## src/hdl/xoshiro_pkg.sv

```systemverilog
// package for the xoshiro256** random generator
// holds widths, generator and mixer constants and the sequencer state type
// no dependencies
package xoshiro_pkg;

    localparam int unsigned WORD_W  = 64;
    localparam int unsigned BOUND_W = 32;
    localparam int unsigned SPAN_W  = 33;
    localparam int unsigned PCT_W   = 8;
    localparam int unsigned KIND_W  = 2;
    localparam int unsigned CNT_W   = 6;
    localparam int unsigned IDX_W   = 2;

    localparam int unsigned S_TDATA_W = 72;
    localparam int unsigned M_TDATA_W = 104;

    localparam logic [WORD_W-1:0] GOLDEN_STEP = 64'h9e3779b97f4a7c15;
    localparam logic [WORD_W-1:0] MIX_MUL_A   = 64'hbf58476d1ce4e5b9;
    localparam logic [WORD_W-1:0] MIX_MUL_B   = 64'h94d049bb133111eb;
    localparam logic [WORD_W-1:0] RESET_SEED  = 64'd1;
    localparam logic [SPAN_W-1:0] PERCENT_SPAN = 33'd100;

    localparam logic [CNT_W-1:0] ITER_LAST = 6'd63;
    localparam logic [IDX_W-1:0] WORD_LAST = 2'd3;

    localparam logic [KIND_W-1:0] KIND_RAW     = 2'd0;
    localparam logic [KIND_W-1:0] KIND_RANGE   = 2'd1;
    localparam logic [KIND_W-1:0] KIND_PERCENT = 2'd2;

    typedef enum logic [3:0] {
        ST_SEED_ADD,
        ST_MUL_A,
        ST_MIX_B,
        ST_MUL_B,
        ST_MIX_OUT,
        ST_IDLE,
        ST_SCRAMBLE,
        ST_DIV,
        ST_DONE
    } seq_state_t;

endpackage

```

## src/hdl/xoshiro256ss_random_generator_top.sv

```systemverilog
// xoshiro256** generator: one raw, ranged or percent-chance result per beat
// a beat passes from the input through the scramble state to the result register for raw and unused kinds
// and empty ranges; ranged and percent beats also pass the 64-step radix-2 remainder loop first
// one beat is worked on at a time; a result waits in the done state while the output is stalled
// reset and every seed write run the splitmix64 expansion through a bit-serial
// multiplier with s_tready low; gen_reg itself has no reset
module xoshiro256ss_random_generator_top (
    input  logic        aclk,
    input  logic        aresetn,
    input  logic        seed_wr_en,
    input  logic [63:0] seed_wr_data,
    input  logic        s_tvalid,
    output logic        s_tready,
    input  logic [71:0] s_tdata,    // low_bound[31:0], high_bound[63:32], percent[71:64]
    input  logic [1:0]  s_tuser,    // kind[1:0]
    output logic        m_tvalid,
    input  logic        m_tready,
    output logic [103:0] m_tdata    // random_word[63:0], ranged_value[95:64], chance_hit[96], zeros
);

    xoshiro_pkg::seq_state_t state_reg, state_next;

    logic [63:0] gen_reg [0:3];
    logic [63:0] gen_next [0:3];
    logic [63:0] acc_reg, acc_next;
    logic [1:0]  idx_reg, idx_next;
    logic [5:0]  cnt_reg, cnt_next;
    logic [63:0] mul_a_reg, mul_a_next;
    logic [63:0] mul_b_reg, mul_b_next;
    logic [63:0] prod_reg, prod_next;

    logic [1:0]  kind_reg, kind_next;
    logic [31:0] lo_reg, lo_next;
    logic [31:0] hi_reg, hi_next;
    logic [7:0]  pct_reg, pct_next;
    logic [63:0] word_reg, word_next;
    logic [63:0] dvd_reg, dvd_next;
    logic [32:0] rem_reg, rem_next;
    logic [32:0] divisor_reg, divisor_next;

    logic        m_tvalid_reg, m_tvalid_next;
    logic [63:0] out_word_reg, out_word_next;
    logic [31:0] out_ranged_reg, out_ranged_next;
    logic        out_hit_reg, out_hit_next;

    logic [63:0] seed_sum;
    logic [63:0] mix_word;
    logic [63:0] rot_word;
    logic [33:0] div_shift;
    logic [34:0] div_diff;
    logic [63:0] g3_mix;
    logic        accept;

    assign accept    = s_tvalid && s_tready;
    assign s_tready  = (state_reg == xoshiro_pkg::ST_IDLE);
    assign m_tvalid  = m_tvalid_reg;
    assign m_tdata   = {7'd0, out_hit_reg, out_ranged_reg, out_word_reg};

    assign seed_sum  = acc_reg + xoshiro_pkg::GOLDEN_STEP;
    assign mix_word  = prod_reg ^ (prod_reg >> 27);
    assign rot_word  = {word_reg[56:0], word_reg[63:57]};
    assign div_shift = {rem_reg, dvd_reg[63]};
    assign div_diff  = {1'b0, div_shift} - {2'b00, divisor_reg};
    assign g3_mix    = gen_reg[3] ^ gen_reg[1];

    always_ff @(posedge aclk) begin
        if (!aresetn) begin
            state_reg    <= xoshiro_pkg::ST_SEED_ADD;
            acc_reg      <= xoshiro_pkg::RESET_SEED;
            idx_reg      <= '0;
            cnt_reg      <= '0;
            m_tvalid_reg <= 1'b0;
        end else begin
            state_reg    <= state_next;
            acc_reg      <= acc_next;
            idx_reg      <= idx_next;
            cnt_reg      <= cnt_next;
            m_tvalid_reg <= m_tvalid_next;
        end
    end

    always_ff @(posedge aclk) begin
        for (int i = 0; i < 4; i++) begin
            gen_reg[i] <= gen_next[i];
        end
        mul_a_reg      <= mul_a_next;
        mul_b_reg      <= mul_b_next;
        prod_reg       <= prod_next;
        kind_reg       <= kind_next;
        lo_reg         <= lo_next;
        hi_reg         <= hi_next;
        pct_reg        <= pct_next;
        word_reg       <= word_next;
        dvd_reg        <= dvd_next;
        rem_reg        <= rem_next;
        divisor_reg    <= divisor_next;
        out_word_reg   <= out_word_next;
        out_ranged_reg <= out_ranged_next;
        out_hit_reg    <= out_hit_next;
    end

    always_comb begin
        state_next      = state_reg;
        acc_next        = acc_reg;
        idx_next        = idx_reg;
        cnt_next        = cnt_reg;
        for (int i = 0; i < 4; i++) begin
            gen_next[i] = gen_reg[i];
        end
        mul_a_next      = mul_a_reg;
        mul_b_next      = mul_b_reg;
        prod_next       = prod_reg;
        kind_next       = kind_reg;
        lo_next         = lo_reg;
        hi_next         = hi_reg;
        pct_next        = pct_reg;
        word_next       = word_reg;
        dvd_next        = dvd_reg;
        rem_next        = rem_reg;
        divisor_next    = divisor_reg;
        out_word_next   = out_word_reg;
        out_ranged_next = out_ranged_reg;
        out_hit_next    = out_hit_reg;
        m_tvalid_next   = m_tvalid_reg;

        if (m_tvalid_reg && m_tready) begin
            m_tvalid_next = 1'b0;
        end

        case (state_reg)
            xoshiro_pkg::ST_SEED_ADD: begin
                acc_next   = seed_sum;
                mul_a_next = seed_sum ^ (seed_sum >> 30);
                mul_b_next = xoshiro_pkg::MIX_MUL_A;
                prod_next  = '0;
                cnt_next   = '0;
                state_next = xoshiro_pkg::ST_MUL_A;
            end
            xoshiro_pkg::ST_MUL_A, xoshiro_pkg::ST_MUL_B: begin
                if (mul_b_reg[0]) begin
                    prod_next = prod_reg + mul_a_reg;
                end
                mul_a_next = {mul_a_reg[62:0], 1'b0};
                mul_b_next = {1'b0, mul_b_reg[63:1]};
                cnt_next   = cnt_reg + 6'd1;
                if (cnt_reg == xoshiro_pkg::ITER_LAST) begin
                    state_next = (state_reg == xoshiro_pkg::ST_MUL_A) ?
                                 xoshiro_pkg::ST_MIX_B : xoshiro_pkg::ST_MIX_OUT;
                end
            end
            xoshiro_pkg::ST_MIX_B: begin
                mul_a_next = mix_word;
                mul_b_next = xoshiro_pkg::MIX_MUL_B;
                prod_next  = '0;
                cnt_next   = '0;
                state_next = xoshiro_pkg::ST_MUL_B;
            end
            xoshiro_pkg::ST_MIX_OUT: begin
                gen_next[idx_reg] = prod_reg ^ (prod_reg >> 31);
                idx_next = idx_reg + 2'd1;
                state_next = (idx_reg == xoshiro_pkg::WORD_LAST) ?
                             xoshiro_pkg::ST_IDLE : xoshiro_pkg::ST_SEED_ADD;
            end
            xoshiro_pkg::ST_IDLE: begin
                if (accept) begin
                    kind_next   = s_tuser;
                    lo_next     = s_tdata[31:0];
                    hi_next     = s_tdata[63:32];
                    pct_next    = s_tdata[71:64];
                    // w1 * 5 before the state update
                    word_next   = gen_reg[1] + {gen_reg[1][61:0], 2'b00};
                    gen_next[0] = gen_reg[0] ^ g3_mix;
                    gen_next[1] = gen_reg[1] ^ gen_reg[2] ^ gen_reg[0];
                    gen_next[2] = gen_reg[2] ^ gen_reg[0] ^ {gen_reg[1][46:0], 17'd0};
                    gen_next[3] = {g3_mix[18:0], g3_mix[63:19]};
                    state_next  = xoshiro_pkg::ST_SCRAMBLE;
                end
            end
            xoshiro_pkg::ST_SCRAMBLE: begin
                word_next = rot_word + {rot_word[60:0], 3'b000};
                dvd_next  = rot_word + {rot_word[60:0], 3'b000};
                rem_next  = '0;
                cnt_next  = '0;
                if (kind_reg == xoshiro_pkg::KIND_RANGE) begin
                    divisor_next = {hi_reg[31], hi_reg} - {lo_reg[31], lo_reg} + 33'd1;
                    state_next   = ($signed(lo_reg) >= $signed(hi_reg)) ?
                                   xoshiro_pkg::ST_DONE : xoshiro_pkg::ST_DIV;
                end else if (kind_reg == xoshiro_pkg::KIND_PERCENT) begin
                    divisor_next = xoshiro_pkg::PERCENT_SPAN;
                    state_next   = xoshiro_pkg::ST_DIV;
                end else begin
                    state_next = xoshiro_pkg::ST_DONE;
                end
            end
            xoshiro_pkg::ST_DIV: begin
                // restoring remainder step
                rem_next = div_diff[34] ? div_shift[32:0] : div_diff[32:0];
                dvd_next = {dvd_reg[62:0], 1'b0};
                cnt_next = cnt_reg + 6'd1;
                if (cnt_reg == xoshiro_pkg::ITER_LAST) begin
                    state_next = xoshiro_pkg::ST_DONE;
                end
            end
            xoshiro_pkg::ST_DONE: begin
                if (!m_tvalid_reg || m_tready) begin
                    out_word_next   = word_reg;
                    out_ranged_next = '0;
                    out_hit_next    = 1'b0;
                    if (kind_reg == xoshiro_pkg::KIND_RANGE) begin
                        out_ranged_next = ($signed(lo_reg) >= $signed(hi_reg)) ?
                                          lo_reg : lo_reg + rem_reg[31:0];
                    end else if (kind_reg == xoshiro_pkg::KIND_PERCENT) begin
                        out_hit_next = ({25'd0, pct_reg} > rem_reg);
                    end
                    m_tvalid_next = 1'b1;
                    state_next    = xoshiro_pkg::ST_IDLE;
                end
            end
            default: begin
                state_next = xoshiro_pkg::ST_IDLE;
            end
        endcase

        // seed write restarts the expansion
        if (seed_wr_en) begin
            acc_next   = seed_wr_data;
            idx_next   = '0;
            state_next = xoshiro_pkg::ST_SEED_ADD;
        end
    end

    a_accept_to_scramble: assert property (@(posedge aclk) disable iff (!aresetn || seed_wr_en)
        accept |=> (state_reg == xoshiro_pkg::ST_SCRAMBLE))
        else $error("accepted beat did not move to scramble");

    a_rem_below_divisor: assert property (@(posedge aclk) disable iff (!aresetn)
        (state_reg == xoshiro_pkg::ST_DIV) |-> (rem_reg < divisor_reg))
        else $error("remainder not below divisor");

    a_expand_ends_idle: assert property (@(posedge aclk) disable iff (!aresetn || seed_wr_en)
        ((state_reg == xoshiro_pkg::ST_MIX_OUT) && (idx_reg == xoshiro_pkg::WORD_LAST))
        |=> (state_reg == xoshiro_pkg::ST_IDLE))
        else $error("seed expansion did not finish after last word");

    a_hit_without_range: assert property (@(posedge aclk) disable iff (!aresetn)
        (m_tvalid_reg && out_hit_reg) |-> (out_ranged_reg == 32'd0))
        else $error("chance hit with ranged value set");

endmodule

```

## config.mk

```make
export PLATFORM = sky130hd
export DESIGN_NAME = xoshiro256ss_random_generator_top
export DESIGN_NICKNAME = d
export VERILOG_FILES = /design/src/hdl/xoshiro_pkg.sv /design/src/hdl/xoshiro256ss_random_generator_top.sv
export SDC_FILE = /design/constraint.sdc
export NUM_CORES = 2
export LEC_CHECK = 0
export ABC_AREA = 1
export BUFFER_PORTS_ARGS = -buffer_cell sky130_fd_sc_hd__buf_2
export CAP_MARGIN = 20
export CORE_AREA = 2 2 374 283
export CTS_BUF_LIST = sky130_fd_sc_hd__clkbuf_4 sky130_fd_sc_hd__clkbuf_8
export CTS_CLUSTER_DIAMETER = 40
export DETAILED_ROUTE_END_ITERATION = 16
export DIE_AREA = 0 0 376 285
export PLACE_DENSITY = 0.78
export SLEW_MARGIN = 0
export SYNTH_ARGS = -nofsm -noshare
export SYNTH_HDL_FRONTEND = slang
export SYNTH_SLANG_ARGS = --single-unit
```

## constraint.sdc

```tcl
create_clock -name aclk -period 13.54 [get_ports aclk]
set_clock_uncertainty 0.05 [all_clocks]
set_input_delay 3.385 -clock aclk [delete_from_list [all_inputs] [get_ports aclk]]
set_output_delay 3.385 -clock aclk [all_outputs]
set_load 0.02 [all_outputs]
```

# Yosys cells after proc, flatten, opt, wreduce, memory -nomap -nowiden
# Memory sizes are Yosys's and may differ from the RTL's.
# Cells that the tools add are included.
dict set report word_totals {
  memories 1
  reg_bits 634
  word_cells 121
  ram_bits 256
}
# memory words word_bits read_ports rd_ports_with_merged_regs write_ports line
set memory_table {}
lappend memory_table {gen_reg 4 64 4 0 4 xoshiro256ss_random_generator_top.sv:23} ;# logic [63:0] gen_reg [0:3];
dict set report classes {
  bitwise 12
  n_reduce_logical 25
  eq_ne 17
  n_addsub 10
  muxes 33
  magnitude_cmp 4
}
# operator count
set ops {}
lappend ops {{$pmux 256 s2} 1}
lappend ops {{$pmux 64 s2} 3}
lappend ops {{$pmux 64 s3} 2}
lappend ops {{$xor 64x64->64} 6}
lappend ops {{$mux 64} 5}
lappend ops {{$bwmux 256} 1}
lappend ops {{$mux 256} 1}
lappend ops {{$add 64x64->64} 3}
lappend ops {{$demux 64 s2} 1}
lappend ops {{$mux 33} 3}
lappend ops {{$pmux 33 s2} 1}
lappend ops {{$add 64x64->64 const B} 1}
lappend ops {{$xor 64x33->64} 1}
lappend ops {{$xor 64x34->64} 1}
lappend ops {{$xor 64x37->64} 1}
lappend ops {{$sub 34x33->35} 1}
lappend ops {{$add 33x1->33 const B} 1}
lappend ops {{$gt 8x33->1} 1}
lappend ops {{$sub 32x32->33} 1}
lappend ops {{$add 32x32->32} 1}
lappend ops {{$ge 32x32->1} 1}
lappend ops {{$mux 32} 1}
lappend ops {{$pmux 4 s8} 1}
lappend ops {{$mux 4} 7}
lappend ops {{28 further kinds} 55}

# Logic depth before layout (Yosys ltp)
dict set report logic_depth {
  ltp_word 7
  ltp_mapped 19
}

# Least setup slack after synthesis
# OpenSTA, ideal clock, no wires.
dict set report synth_timing {
  kind {input to register}
  start {input s_tvalid}
  end {memory gen_reg[0][0] (enable)}
  path_stages 4
  t_arrival_ns 10.161
  setup_slack_ns 2.821
  setup_time_ns 0.507
  cell_sequence {inv_1 > nor2_1 > nor2_1 > a21oi_1}
}
# element line
set synth_rtl {}
lappend synth_rtl {{from (decl)} xoshiro256ss_random_generator_top.sv:12} ;# input logic s_tvalid,
lappend synth_rtl {{to (decl)} xoshiro256ss_random_generator_top.sv:23}

# Worst setup path after layout
dict set report layout_timing {
  start {register state_reg[0]}
  end {output s_tready}
}
dict set report layout_via {
  elab_chain_len 1
}
# element line
set layout_lines {}
lappend layout_lines {{from (decl)} xoshiro256ss_random_generator_top.sv:21} ;# xoshiro_pkg::seq_state_t state_reg, state_next;
lappend layout_lines {{from (signal assigned)} xoshiro256ss_random_generator_top.sv:68} ;# state_reg <= xoshiro_pkg::ST_SEED_ADD;
lappend layout_lines {{from (signal assigned)} xoshiro256ss_random_generator_top.sv:74} ;# state_reg <= state_next;
lappend layout_lines {{$eq 4x3->1} xoshiro256ss_random_generator_top.sv:55} ;# assign s_tready = (state_reg == xoshiro_pkg::ST_IDLE);
lappend layout_lines {{to (decl)} xoshiro256ss_random_generator_top.sv:13} ;# output logic s_tready,
# Every way passes these cells.

==> results.tsv <==
stage	metric	value	unit
critical_path	category of the worst setup path capture point	output pin	
clocking	clock sink count	890	
critical_path	WP data arrival	2.92	ns
routing	Post-route DRC	0	
die	initial core utilization	59.4	%
clocking	H-tree depth	4	
global_routing	Total Routing Usage GR	41.3	%
power_and_ir_drop	Peak supply drop	106	µV
global_routing	largest net degree at the start of global routing	133	
routing	wire length per cell	23.9	µm
routing	DR vias	59585	
die	Die ar.	107000	µm²
logic_synthesis	asr flop ratio synth	0	%
routing	1st-iter DRT viols	9326	
logic_synthesis	EDFF count, synth	813	
critical_path	Crit Reg-Reg Startpoint	state_reg[2]$_SDFFE_PP0P_	
global_routing	vias in the first global route	54551	
sta	minimum clock period after layout	6.36	ns
clocking	PostCTS Resize Cnt	0	
die	Die Span Y	285	µm
clocking	Worst-Skew Late Latency	0.92	ns
clocking	Max clock buf depth	3	
logic_synthesis	top cells by area, synth	edfxtp_1, nand2_1, ha_1, inv_1, nor2_1	
die	IO Pins	249	
layout	area grow syn2layout	9.62	%
critical_path	reg-to-reg slack, setup	9.34	ns
run	Max-Cap Viols	0	
critical_path	worst r2r path cells	9	
placement	routability cong.	1.05	
routing	Vias/cell	6.23	
sta	max_slew headroom	14.9	%
clocking	CTS tree	yes	
clocking	cts hold-fix bufs	0	
die	Rows	103	
hold_path	worst min path class	reg2reg	
sta	Slew Limit Fails	0	
global_routing	Overflow after GRT	0	
power_and_ir_drop	Static Leak	28.2	nW
sta	RSZ-0062 raised after global routing	no	
logic_synthesis	synthesized area	61800	µm²
critical_path	R2R Path End	divisor_reg[32]$_SDFFCE_PN0P_	
sta	fmax	157	MHz
clocking	CTS root buf	clkbuf_8	
logic_synthesis	Yosys top cell area share	39.5	%
logic_synthesis	Seq cells post-synth	890	
layout	fraction of layout instances using a drive strength above 1	8.54	%
layout	NumNets Final	8579	
routing	TritonRoute pass-1 iters	7	
power_and_ir_drop	Pwr Density	119	nW/µm²
layout	Finished Core Util	65.1	%
die	core area	104000	µm²
sta	Total Negative Setup Slacks	0	ns
placement	DP HPWL	175000	µm
critical_path	CP max FO	93	
logic_synthesis	Syn Area/Cell	7.92	µm²
logic_synthesis	Main synth FF type	edfxtp_1	
hold_path	Hold EP	out_word_reg[56]$_DFFE_PP_	
placement	IO buf count	241	
sta	worst slew pin tran	1.27	ns
routing	post-route ant nets	0	
layout	number of flip-flops in the largest register	256	
clocking	postcts setup bufs	0	
clocking	cts bufs inserted	154	
hold_path	worst hold path depth	0	
routing	WL final	228000	µm
die	Die X-Extent	376	µm
global_routing	first-pass GRT wire length	334000	µm
critical_path	crit path kind	reg2out	
critical_path	startpoint type of the worst setup path	register	
clocking	Worst-path clk slew	0.06	ns
sta	period utilization	47.0	%
sta	Setup violations, final	0	
logic_synthesis	post-synth top area cell	edfxtp_1	
logic_synthesis	Netlist cell types	65	
outcome	outcome	finished, final reports clean	
logic_synthesis	register area share after synthesis	42.0	%
global_routing	initial antenna violation count	5	
logic_synthesis	cell count after synthesis	7801	
logic_synthesis	Ys Warns	0	
critical_path	Critical Path RT	10.10	ns
hold_path	Hold Path Origin	word_reg[56]$_DFFE_PP_	
sta	Final Hold Fails	0	
## final cells by class
type	count	area, µm²
fillers	8856	36400
multi-input cells	5661	31200
flip-flops and latches	890	26000
inverters	1083	4070
clock buffers	207	2580
well taps	1365	1710
repair buffers	280	1560
clock inverters	68	637
diodes	4	10.0
## worst max path at each step
stage / startpoint / to / slack (ns) / cells after the start
CTS: state_reg[0]$_SDFFE_PP0P_ / s_tready / 7.26 / 5
global route: state_reg[0]$_SDFFE_PP0P_ / s_tready / 7.12 / 5
detailed placement: s_tvalid / gen_reg[1][14]$_DFFE_PP_ / 6.93 / 7
floorplan: s_tvalid / gen_reg[0][0]$_DFFE_PP_ / 2.82 / 4
finish: state_reg[0]$_SDFFE_PP0P_ / s_tready / 7.18 / 5
global placement: s_tvalid / gen_reg[1][14]$_DFFE_PP_ / 7.01 / 7
## cell families after synthesis
| group | share of synthesized area [%] |
|---|---|
| AND/OR/NAND/NOR | 21.1 |
| AO/OA/AOI/OAI | 16.7 |
| buffers and inverters | 7.73 |
| flip-flops | 42.0 |
| adder cells (fa/ha/maj) | 7.49 |
| XOR/XNOR | 5.05 |
| other | 0.00607 |
## synth_stat cells, drive strengths merged (2+ instances only)
cell type and instances:
xnor2 188, o31ai 3, dfxtp 77, and3 4
xor2 166, a21oi 593, nand4 61, nand3b 28
clkinv 2, nor3b 4, o211ai 32, o221ai 5
a21boi 20, clkbuf 134, and2 5, o2bb2ai 31
a211oi 9, o22ai 196, nor2 858, o21ai 633
a21o 40, nand3 395, a32oi 33, fa 7
nor4 22, ha 359, o311ai 2, o21a 29
a31oi 124, nor3 76, o21bai 54, or2 79
buf 39, o31a 2, edfxtp 813, nand2 1588
inv 1081, a221oi 3
## cells in the final DEF (no fill, tap or decap), drive strengths merged, types with 3 or more instances in the layout
cell type,n
nor3,76
o21ai,633
nor3b,4
fa,7
nand3b,28
nand2,1588
edfxtp,813
conb,7
o21bai,54
a21boi,20
o2bb2ai,31
o31ai,3
nand3,395
and3,4
o21a,29
and2,5
inv,1095
bufinv,6
nor4,22
a211oi,9
nand4,61
a221oi,3
clkinvlp,5
buf,280
nor2,858
a31oi,124
a21oi,593
o22ai,196
xor2,166
a32oi,33
a21o,40
clkbuf,207
clkinv,45
ha,359
diode,4
dfxtp,77
o221ai,5
o211ai,32
xnor2,188
or2,79
## through the flow
step / power [W] / hold WS, ns / instances / instance area [µm²] / setup WS, ns
after detailed placement: 0.00534 / 0.424 / 9276 / 64500 / 6.93
after CTS: 0.00793 / 0.440 / 9551 / 67700 / 7.26
after floorplan: 0.00453 / 0.381 / 7807 / 61800 / 2.82
after global routing: 0.00828 / 0.468 / 9556 / 67700 / 7.12
after global placement: 0.00531 / 0.424 / 9275 / 64400 / 7.01
final: 0.00806 / 0.445 / 9558 / 67800 / 7.18
## power breakdown
part	internal, W	leakage, nW	switching (W)
Combinational	0.000537	18.2	0.00146
Sequential	0.00320	8.28	0.000231
Clock	0.00138	1.68	0.00125
Total	0.00512	28.2	0.00294
## routing by layer
| metal | wire length [µm] | share of wire [%] | vias up | GRT usage [%] |
|---|---|---|---|---|
| li1 | - | - | 27138 | - |
| met1 | 96000 | 42 | 27874 | 61.3 |
| met2 | 90600 | 40 | 4158 | 57.1 |
| met3 | 34100 | 15 | 413 | 12.8 |
| met4 | 7650 | 3.3 | 2 | 13.4 |
| met5 | 11 | 0.0048 | - | 0 |
## worst max-delay path: stages (launching register included)
cell	delay (ns)
dfxtp_1	0.34
inv_2	0.15
nor2_1	0.29
nand2_4	0.19
inv_4	0.68
buf_2	0.31
(Power assumes the default switching activity.)
